[src/sv/cbfa_pkg.sv]
`timescale 1ns / 1ps
package cbfa_pkg;

  localparam int ID_W     = 16;
  localparam int SIZE_W   = 20;
  localparam int STATUS_W = 2;
  localparam int START_W  = 7;
  localparam int COUNT_W  = 8;

  // Disk blocks are 512 bytes.
  localparam int BLOCK_BYTES = 512;
  localparam int BLOCK_SHIFT = 9;
  localparam int NEED_W      = SIZE_W - BLOCK_SHIFT + 1;

  localparam logic ACT_CREATE = 1'b0;
  localparam logic ACT_DELETE = 1'b1;

  localparam logic [STATUS_W-1:0] ST_OK         = 2'd0;
  localparam logic [STATUS_W-1:0] ST_TABLE_FULL = 2'd1;
  localparam logic [STATUS_W-1:0] ST_NO_SPACE   = 2'd2;
  localparam logic [STATUS_W-1:0] ST_NOT_FOUND  = 2'd3;

  typedef enum logic [3:0] {
    S_IDLE,
    S_CHK,
    S_SCAN,
    S_MARK,
    S_DRD,
    S_DCMP,
    S_FREE,
    S_CRD,
    S_CWR
  } state_t;

endpackage

[src/sv/contiguous_block_file_allocator.sv]
`timescale 1ns / 1ps
// Contiguous first-fit file allocator over a free map of NUM_BLOCKS 512-byte blocks and a
// compact table of up to MAX_ENTRIES files. A word is taken when start is high and busy is
// low; busy then stays high until the single result word appears on the out_ ports for one
// cycle, marked by out_valid, and the receiver has no way to stall it. For a create, one
// sequencer walks the free map one block per cycle looking for the first free run, then
// clears the run one block per cycle. For a delete, the table sits in a single-port-read
// memory with a registered read, so the id search steps through each entry in S_DRD and
// S_DCMP and the compaction in S_CRD and S_CWR, with each entry handled by only one of the
// two, and the freed range is set back one block per cycle. No clearing pass is needed after
// reset.
module contiguous_block_file_allocator
  import cbfa_pkg::*;
#(
  parameter int NUM_BLOCKS  = 128,
  parameter int MAX_ENTRIES = 16
) (
  input  logic                clk,
  input  logic                rst_n,
  input  logic                start,
  output logic                busy,
  input  logic                in_action,
  input  logic [ID_W-1:0]     in_file_id,
  input  logic [SIZE_W-1:0]   in_file_size,
  output logic                out_valid,
  output logic [STATUS_W-1:0] out_status,
  output logic [START_W-1:0]  out_start_block,
  output logic [COUNT_W-1:0]  out_block_count
);

  localparam int BW = $clog2(NUM_BLOCKS);
  localparam int CW = $clog2(NUM_BLOCKS + 1);
  localparam int AW = $clog2(MAX_ENTRIES);
  localparam int EW = $clog2(MAX_ENTRIES + 1);
  localparam int WW = ID_W + SIZE_W + BW + CW;

  state_t state_r, state_nxt;

  logic [NUM_BLOCKS-1:0] free_r, free_nxt;
  logic [EW-1:0]         files_r, files_nxt;

  logic                  act_r, act_nxt;
  logic [ID_W-1:0]       id_r, id_nxt;
  logic [SIZE_W-1:0]     size_r, size_nxt;
  logic [CW-1:0]         cnt_r, cnt_nxt;
  logic [CW-1:0]         run_r, run_nxt;
  logic [CW-1:0]         k_r, k_nxt;
  logic [BW-1:0]         idx_r, idx_nxt;
  logic [BW-1:0]         ptr_r, ptr_nxt;
  logic [BW-1:0]         start_r, start_nxt;
  logic [EW-1:0]         ent_r, ent_nxt;

  logic                  out_valid_r, out_valid_nxt;
  logic [STATUS_W-1:0]   out_status_r, out_status_nxt;
  logic [START_W-1:0]    out_start_r, out_start_nxt;
  logic [COUNT_W-1:0]    out_count_r, out_count_nxt;

  // File table: one word per entry holding id, size, start block and block count.
  logic [WW-1:0]         tbl_mem [MAX_ENTRIES];
  logic [WW-1:0]         rdata_r;
  logic                  mem_we;
  logic [AW-1:0]         mem_waddr;
  logic [AW-1:0]         mem_raddr;
  logic [WW-1:0]         mem_wdata;

  logic [SIZE_W:0]       size_rnd;
  logic [NEED_W-1:0]     need_full;
  logic                  tbl_full;
  logic                  too_big;
  logic                  cur_free;
  logic [CW-1:0]         run_inc;
  logic                  scan_hit;
  logic                  scan_last;
  logic                  walk_last;
  logic [BW:0]           start_calc;
  logic [ID_W-1:0]       rd_id;
  logic [BW-1:0]         rd_start;
  logic [CW-1:0]         rd_cnt;
  logic                  id_match;
  logic                  srch_end;
  logic [EW-1:0]         ent_inc;
  logic                  comp_end;

  assign size_rnd   = {1'b0, size_r} + (SIZE_W + 1)'(BLOCK_BYTES - 1);
  assign need_full  = size_rnd[SIZE_W:BLOCK_SHIFT];
  assign tbl_full   = (files_r == EW'(MAX_ENTRIES));
  assign too_big    = (need_full > NEED_W'(NUM_BLOCKS));
  assign cur_free   = free_r[idx_r];
  assign run_inc    = run_r + CW'(1);
  assign scan_hit   = cur_free && (run_inc == cnt_r);
  assign scan_last  = (idx_r == BW'(NUM_BLOCKS - 1));
  assign walk_last  = ((k_r + CW'(1)) == cnt_r);
  // The run ends at the current block, so it began need - 1 blocks earlier.
  assign start_calc = {1'b0, idx_r} + (BW + 1)'(1) - (BW + 1)'(cnt_r);
  assign rd_id      = rdata_r[WW-1 -: ID_W];
  assign rd_start   = rdata_r[CW +: BW];
  assign rd_cnt     = rdata_r[0 +: CW];
  assign id_match   = (rd_id == id_r);
  assign srch_end   = (ent_r == files_r);
  assign ent_inc    = ent_r + EW'(1);
  assign comp_end   = (ent_inc == files_r);

  always_comb begin
    state_nxt = state_r;
    case (state_r)
      S_IDLE: begin
        if (start) state_nxt = S_CHK;
      end
      S_CHK: begin
        if (act_r == ACT_DELETE) begin
          state_nxt = S_DRD;
        end else if (tbl_full || (need_full == '0) || too_big) begin
          state_nxt = S_IDLE;
        end else begin
          state_nxt = S_SCAN;
        end
      end
      S_SCAN: begin
        if (scan_hit) begin
          state_nxt = S_MARK;
        end else if (scan_last) begin
          state_nxt = S_IDLE;
        end
      end
      S_MARK: begin
        if (walk_last) state_nxt = S_IDLE;
      end
      S_DRD: begin
        state_nxt = srch_end ? S_IDLE : S_DCMP;
      end
      S_DCMP: begin
        if (!id_match) begin
          state_nxt = S_DRD;
        end else if (rd_cnt == '0) begin
          state_nxt = S_CRD;
        end else begin
          state_nxt = S_FREE;
        end
      end
      S_FREE: begin
        if (walk_last) state_nxt = S_CRD;
      end
      S_CRD: begin
        state_nxt = comp_end ? S_IDLE : S_CWR;
      end
      S_CWR: begin
        state_nxt = S_CRD;
      end
      default: state_nxt = S_IDLE;
    endcase
  end

  always_comb begin
    free_nxt       = free_r;
    files_nxt      = files_r;
    act_nxt        = act_r;
    id_nxt         = id_r;
    size_nxt       = size_r;
    cnt_nxt        = cnt_r;
    run_nxt        = run_r;
    k_nxt          = k_r;
    idx_nxt        = idx_r;
    ptr_nxt        = ptr_r;
    start_nxt      = start_r;
    ent_nxt        = ent_r;
    out_valid_nxt  = 1'b0;
    out_status_nxt = out_status_r;
    out_start_nxt  = out_start_r;
    out_count_nxt  = out_count_r;
    mem_we         = 1'b0;
    mem_waddr      = AW'(files_r);
    mem_raddr      = AW'(ent_r);
    mem_wdata      = {id_r, size_r, start_r, cnt_r};
    case (state_r)
      S_IDLE: begin
        if (start) begin
          act_nxt  = in_action;
          id_nxt   = in_file_id;
          size_nxt = in_file_size;
        end
      end
      S_CHK: begin
        cnt_nxt = CW'(need_full);
        idx_nxt = '0;
        run_nxt = '0;
        ent_nxt = '0;
        if (act_r == ACT_CREATE) begin
          if (tbl_full) begin
            out_valid_nxt  = 1'b1;
            out_status_nxt = ST_TABLE_FULL;
            out_start_nxt  = '0;
            out_count_nxt  = '0;
          end else if (need_full == '0) begin
            mem_we         = 1'b1;
            mem_wdata      = {id_r, size_r, {BW{1'b0}}, {CW{1'b0}}};
            files_nxt      = files_r + EW'(1);
            out_valid_nxt  = 1'b1;
            out_status_nxt = ST_OK;
            out_start_nxt  = '0;
            out_count_nxt  = '0;
          end else if (too_big) begin
            out_valid_nxt  = 1'b1;
            out_status_nxt = ST_NO_SPACE;
            out_start_nxt  = '0;
            out_count_nxt  = '0;
          end
        end
      end
      S_SCAN: begin
        run_nxt = cur_free ? run_inc : '0;
        idx_nxt = idx_r + BW'(1);
        if (scan_hit) begin
          start_nxt = start_calc[BW-1:0];
          ptr_nxt   = start_calc[BW-1:0];
          k_nxt     = '0;
          mem_we    = 1'b1;
          mem_wdata = {id_r, size_r, start_calc[BW-1:0], cnt_r};
        end else if (scan_last) begin
          out_valid_nxt  = 1'b1;
          out_status_nxt = ST_NO_SPACE;
          out_start_nxt  = '0;
          out_count_nxt  = '0;
        end
      end
      S_MARK: begin
        free_nxt[ptr_r] = 1'b0;
        ptr_nxt         = ptr_r + BW'(1);
        k_nxt           = k_r + CW'(1);
        if (walk_last) begin
          files_nxt      = files_r + EW'(1);
          out_valid_nxt  = 1'b1;
          out_status_nxt = ST_OK;
          out_start_nxt  = START_W'(start_r);
          out_count_nxt  = COUNT_W'(cnt_r);
        end
      end
      S_DRD: begin
        if (srch_end) begin
          out_valid_nxt  = 1'b1;
          out_status_nxt = ST_NOT_FOUND;
          out_start_nxt  = '0;
          out_count_nxt  = '0;
        end
      end
      S_DCMP: begin
        if (id_match) begin
          start_nxt = rd_start;
          ptr_nxt   = rd_start;
          cnt_nxt   = rd_cnt;
          k_nxt     = '0;
        end else begin
          ent_nxt = ent_inc;
        end
      end
      S_FREE: begin
        free_nxt[ptr_r] = 1'b1;
        ptr_nxt         = ptr_r + BW'(1);
        k_nxt           = k_r + CW'(1);
      end
      S_CRD: begin
        // Fetch the next entry so it can be moved down one slot.
        mem_raddr = AW'(ent_inc);
        if (comp_end) begin
          files_nxt      = files_r - EW'(1);
          out_valid_nxt  = 1'b1;
          out_status_nxt = ST_OK;
          out_start_nxt  = START_W'(start_r);
          out_count_nxt  = COUNT_W'(cnt_r);
        end
      end
      S_CWR: begin
        mem_we    = 1'b1;
        mem_waddr = AW'(ent_r);
        mem_wdata = rdata_r;
        ent_nxt   = ent_inc;
      end
      default: ;
    endcase
  end

  always_ff @(posedge clk) begin
    if (!rst_n) begin
      state_r     <= S_IDLE;
      free_r      <= '1;
      files_r     <= '0;
      out_valid_r <= 1'b0;
    end else begin
      state_r     <= state_nxt;
      free_r      <= free_nxt;
      files_r     <= files_nxt;
      out_valid_r <= out_valid_nxt;
    end
  end

  always_ff @(posedge clk) begin
    act_r        <= act_nxt;
    id_r         <= id_nxt;
    size_r       <= size_nxt;
    cnt_r        <= cnt_nxt;
    run_r        <= run_nxt;
    k_r          <= k_nxt;
    idx_r        <= idx_nxt;
    ptr_r        <= ptr_nxt;
    start_r      <= start_nxt;
    ent_r        <= ent_nxt;
    out_status_r <= out_status_nxt;
    out_start_r  <= out_start_nxt;
    out_count_r  <= out_count_nxt;
  end

  always_ff @(posedge clk) begin
    if (mem_we) tbl_mem[mem_waddr] <= mem_wdata;
    rdata_r <= tbl_mem[mem_raddr];
  end

  assign busy            = (state_r != S_IDLE);
  assign out_valid       = out_valid_r;
  assign out_status      = out_status_r;
  assign out_start_block = out_start_r;
  assign out_block_count = out_count_r;

  a_result_when_idle: assert property (@(posedge clk) disable iff (!rst_n)
    out_valid |-> !busy)
    else $error("result word shown while a request is still in progress");

  a_accept_goes_busy: assert property (@(posedge clk) disable iff (!rst_n)
    (start && !busy) |=> busy)
    else $error("accepted request did not make the block busy");

  a_table_bound: assert property (@(posedge clk) disable iff (!rst_n)
    files_r <= EW'(MAX_ENTRIES))
    else $error("file table count exceeds its capacity");

  a_error_zero: assert property (@(posedge clk) disable iff (!rst_n)
    (out_valid && (out_status != ST_OK)) |-> (out_start_block == '0 && out_block_count == '0))
    else $error("error result carries a nonzero block range");

  a_mark_free_only: assert property (@(posedge clk) disable iff (!rst_n)
    (state_r == S_MARK) |-> free_r[ptr_r])
    else $error("allocation is claiming a block that is already in use");

endmodule

[config.mk]
export PLATFORM = sky130hd
export DESIGN_NAME = contiguous_block_file_allocator
export DESIGN_NICKNAME = d
export VERILOG_FILES = /design/src/sv/cbfa_pkg.sv /design/src/sv/contiguous_block_file_allocator.sv
export SDC_FILE = /design/constraint.sdc
export NUM_CORES = 1
export LEC_CHECK = 0
export ABC_AREA = 1
export BUFFER_PORTS_ARGS = -buffer_cell sky130_fd_sc_hd__buf_2
export CELL_PAD_IN_SITES_DETAIL_PLACEMENT = 1
export CELL_PAD_IN_SITES_GLOBAL_PLACEMENT = 1
export CORE_MARGIN = 2
export CORE_UTILIZATION = 55
export DETAILED_ROUTE_END_ITERATION = 7
export PLACE_DENSITY = 0.84
export SLEW_MARGIN = 20
export SYNTH_ARGS = -nofsm -noshare
export SYNTH_HDL_FRONTEND = slang
export SYNTH_SLANG_ARGS = --single-unit
[constraint.sdc]
create_clock -name clk -period 12.9 [get_ports clk]
set_input_delay 1.29 -clock clk [delete_from_list [all_inputs] [get_ports clk]]
set_output_delay 1.29 -clock clk [all_outputs]
set_load 0.005 [all_outputs]
After elaboration in Yosys (flattened, before gate mapping)
Memories as Yosys holds them, arrays and structs flattened. A register that Yosys moved wholly into a read port is not among the register bits.
Index checks and enable logic that the tools add are counted.
W data, S select, Z words.
Cells by class
  mux-type cells: 91
  add/subtract/negate cells: 10
  magnitude comparators: 4
  bitwise logic cells: 3
  eq/ne operators: 30
  reductions and logical operators: 25
Operator list (number)
  $pmux W128 S2: 1
  $pmux W51 S3: 1
  $and A128 B128 Y128: 1
  $not A128 Y128: 1
  $or A128 B128 Y128: 1
  $mux W8: 13
  $mux W7: 11
  $mux W15: 4
  $pmux W8 S5: 1
  $pmux W4 S9: 1
  $pmux W7 S5: 1
  $mux W4: 8
  $pmux W8 S2: 2
  $mux W5: 6
  $pmux W5 S3: 2
  $pmux W7 S2: 2
  $ne A2 B2 Y1 const B: 13
  $pmux W8 S3: 1
  $mux W2: 11
  $add A20 B9 Y21 const B: 1
  $add A7 B1 Y7 const B: 3
  $pmux W7 S3: 1
  $mux W1: 18
  $add A8 B1 Y8 const B: 2
  other kinds (38): 57
Storage, ports and cells
  output and inout port bits: 19
  logic and storage cells: 181
  register bits after elaboration: 242
  memories kept: 1
  bits in writable memories: 816
Memories
  tbl_mem: depth 16, bits a word 51, read ports 1, clocked after memory_dff 1, write ports 1, RTL line contiguous_block_file_allocator.sv:59  | logic [WW-1:0] tbl_mem [MAX_ENTRIES];

Logic depth before layout (Yosys ltp)
  depth after elaboration: 8
  depth in mapped cells: 19
  mapped depth without buffers: 17

Worst setup path after synthesis
Ideal clock, no wire load.
  path kind: register to register
  from: register idx_r[0]
  to: memory tbl_mem[5][0] (netlist bit) (enable)
  library setup time: 0.464 ns
  slack: 8.319 ns
  stages on the path, launching flop included: 15
  arrival: 4.116 ns
  data required time: 12.436 ns
  cell sequence: edfxtp_1 buf_2 buf_4 buf_2 nand2_1 nand3_1 nand3_1 nand3_1 a21oi_1 nor2_1 nand2_1 nand3_1 nand2_1 nand3_2 nor3b_1
Between the ends
  cells in the longest elaborated chain, start to end: 7
Ends and longest elaborated chain
  start, declared: RTL line contiguous_block_file_allocator.sv:48  | logic [BW-1:0] idx_r, idx_nxt;
  start signal, assigned: RTL line contiguous_block_file_allocator.sv:302  | idx_r <= idx_nxt;
  $bmux W1 S7: RTL line contiguous_block_file_allocator.sv:88  | assign cur_free = free_r[idx_r];
  $mux W1 (implied by the code): RTL line contiguous_block_file_allocator.sv:88
  $logic_and A1 B1 Y1: RTL line contiguous_block_file_allocator.sv:90  | assign scan_hit = cur_free && (run_inc == cnt_r);
  $mux W1: RTL line contiguous_block_file_allocator.sv:212  | if (scan_hit) begin
  $pmux W1 S3: RTL line contiguous_block_file_allocator.sv:174  | case (state_r)
  $mux W1: RTL line contiguous_block_file_allocator.sv:312  | if (mem_we) tbl_mem[mem_waddr] <= mem_wdata;
  $mux W1 (implied by the code): RTL line contiguous_block_file_allocator.sv:312
  end, declared: RTL line contiguous_block_file_allocator.sv:59
No other way between the ends. The select of a mux whose other input is x is not followed.

Final worst setup path
  from: register idx_r[0]
  to: memory tbl_mem[0][48] (netlist bit) (enable)
The elaborated chain is that of the path after synthesis.

==> flow_summary_export.csv <==
group,metric,value,unit
die,io_pins,59,
routing,first_pass_iters,6,
synth,synth_seq_cells,769,
critical_path,slowest_stage,"nor2_4",
synth,synth.top_cell.area_share,54.9,%
clock_tree,ctsHoldBuffers,0,
cells_and_area,layout-drive-gt1-share,9.12,%
synth,yosysTopAreaCell,"edfxtp_1",
cells_and_area,regArea,0.0214,mm²
cells_and_area,final_cell_area,0.0366,mm²
pwr,power_density,165,mW/mm²
global_route,grt_usage,33.0,%
critical_path,critPathMaxFanout,70,
pwr,p_int,4.37,mW
die,start_util,55.6,%
critical_path,critPathKind,"reg2reg",
clock_tree,cts_made_buffers,79,
clock_tree,h-tree-depth,3,
worst_hold_path,worstHoldPathType,"reg2reg",
synth,ys_warn_count,0,
cells_and_area,multi_input_area,0.00998,mm²
synth,synth.avg_cell_area,10.8,µm²
pwr,combPwrFrac,13.3,%
synth,ys_seq_area_share,65.2,%
sta,setup_violations,0,
routing,drc,0,
clock_tree,post_cts_resize_count,0,
clock_tree,cts_max_path_buffers,3,
critical_path,path_cells,"buf_4 -> inv_2 -> o21ai_0 -> nand3_1 -> nand3_1 -> a21oi_1 -> nor2_1 -> nand2_1 -> nand3_1 -> nand2_1 -> nand3_2 -> inv_2 -> nand2_1 -> nor2_4",
cells_and_area,utilization,62.0,%
pwr,p_clk_share,39.0,%
synth,synthesis.nets,3096,
critical_path,critical-path-max-stage-delay,920,ps
global_route,grt_max_degree,149,
cells_and_area,num_antenna_cells,0,
sta,clock_skew,33.6,ps
global_route,grt-ovfl-total,0,
sta,timing.final.crit_period,5010,ps
synth,syn-cell-area,0.0328,mm²
pwr,ir_drop,0.161,mV
clock_tree,numClockSinks,769,
sta,min_period_over_period,38.8,%
sta,worst_hold_slack,499,ps
die,die_w,248,µm
pwr,power_leakage,13.0,nW
clock_tree,cts.clk_slew.worst_paths,60,ps
global_route,grt_pass1_vias,26600,
die,fp-row-count,89,
critical_path,path_buf_inv,3,
run_status,status,"finished clean",
critical_path,critical-path-top-delay-family,"simple AND/OR/NAND/NOR gates",
pwr,switching_share,27.4,%
die,die_y,248,µm
synth,netlist_top_cells_area,"edfxtp_1, dfxtp_1, o21ai_0",
routing,routed_wl,102000,µm
clock_tree,cts_setup_buffers,0,
synth,synth_cell_type_count,52,
critical_path,required,13150,ps
pwr,switchingPower,1.65,mW
sta,finalSetupTns,0,ps
pwr,power.total,6.02,mW
cells_and_area,finalNetCount,3090,
clock_tree,clkLatencyLatePin,650,ps
sta,hold_viol_final,0,
routing,avgViaCountPerCell,6.51,
pwr,seq_power_share,47.7,%
place,place_congestion,0.875,
sta,drv_slew,0,
clock_tree,root_buffer,"clkbuf_16",
sta,max_freq,0.200,GHz
critical_path,worstSetupEndpointType,"flip-flop",
critical_path,critPathArrivalTime,5260,ps
global_route,antenna_found_initial,0,
routing,drt_iter0_drc,2851,
routing,antenna_left,0,
cells_and_area,nFillCells,6076,
clock_tree,cts_tree,"yes",
synth,synthFlopType,"edfxtp_1",
critical_path,critPathLaunchType,"flip-flop",
synth,syn-instance-count,3035,
sta,worst_pin_slew,1120,ps
sta,maxSlewHeadroom,25.3,%
synth,synth_edf_count,600,
global_route,grt_pass1_wl,154000,µm
place,hpwl,58400,µm
die,core_area,0.0590,mm²
job,maxCapViolCount,0,
routing,wire_per_inst,26.5,µm
place,place_area,0.0337,mm²
synth,synthArstFlopShare,0,%
die,die_area,0.0616,mm²
routing,vias,25100,
place,portBuffers,58,
cells_and_area,area_delta_synth_final,11.5,%
sta,rsz0062_at_grt,"false",
[placed cells by master, fill, tap and decap left out, drive strengths merged, types with 15 or more instances in the layout]
master / instances
nand3: 167
nand4: 17
clkinv: 18
a21oi: 21
dfxtp: 169
o22ai: 32
xnor2: 21
nor2: 445
ha: 19
clkbuf: 114
edfxtp: 600
inv: 187
buf: 114
nor3: 15
o211ai: 55
nand2: 380
o221ai: 96
xor2: 20
o21ai: 443
o311ai: 108
[stage by stage]
stage,instances,worst slack (ps)
after floorplan,3035,8320
after global placement,3711,8200
after detailed placement,3712,7930
after CTS,3855,7790
after global routing,3864,7560
final,3864,7890
[power groups by stage]
stage	Sequential, mW	Combinational [mW]	Clock [mW]
after floorplan	2.90	0.495	0
after global placement	2.92	0.703	0
after detailed placement	2.92	0.757	0
after CTS	2.87	0.782	2.35
after global routing	2.88	0.862	2.44
final	2.87	0.800	2.35
[cell usage after synthesis, types with 2 or more instances]
library cell  instances
inv_1               173
fa_1                  2
nand3_1             166
a21oi_1              21
edfxtp_1            600
ha_1                 19
nor2_1              443
clkbuf_2              6
buf_6                 4
o21ai_1               3
inv_2                 9
nand2_1             377
clkbuf_1            105
or2_2                 8
nor3b_1               3
clkinv_1              2
nand4_1              17
nand3b_1              3
o31ai_1               2
a31oi_1               4
buf_4                 5
dfxtp_1             169
o311ai_0            104
xnor2_1              21
o311ai_1              4
nor4_1                6
nand2_2               3
buf_1                16
o21ai_0             438
xor2_1               20
o221ai_1             96
buf_2                65
o22ai_1              32
nor3_1               11
a22oi_1               5
nor3_2                3
o211ai_1             55
[cells by family (layout without fill, tap and decap cells)]
kind of cell,count (synthesis),after routing,share of synthesized area (%)
adder cells (fa/ha/maj),21,21,0.847
AND/OR/NAND/NOR,1047,1047,13.2
XOR/XNOR,41,41,1.09
flip-flops,769,769,65.2
buffers and inverters,386,442,4.84
AO/OA/AOI/OAI,771,771,14.8
[tightest hold or removal path, stage by stage (launching register included)]
cell and delay (ps):
dfxtp_1 320, o21ai_0 70, o311ai_0 70
[path summary, 6_finish.rpt]
| check | startpoint | endpoint | slack [ps] | cells after the start |
|---|---|---|---|---|
| worst max-delay path | idx_r[0] | tbl_mem[0][48] | 7890 | 14 |
| worst max register to register | idx_r[0] | tbl_mem[0][48] | 7890 | 14 |
| worst min-delay path | flip-flop | flip-flop | 500 | 2 |
| worst min register to register | flip-flop | flip-flop | 500 | 2 |
[cell type report]
cell class / instances / share of cell area [%]
clock inverters: 29 / 1.05
clock buffers: 114 / 6.10
repair buffers: 114 / 2.48
flip-flops and latches: 769 / 58.5
well taps: 773 / 2.64
inverters: 185 / 1.93
multi-input cells: 1880 / 27.3
[layer usage]
metal | vias to the layer above | global-route usage (%) | part of all wire [%]
li1 | 11000 | - | -
met1 | 12600 | 40.4 | 38
met2 | 1200 | 56.7 | 50
met3 | 316 | 5.17 | 7.1
met4 | 0 | 16.8 | 4.4
met5 | - | 0 | 0
No activity file was read; power rests on OpenSTA's default activity.
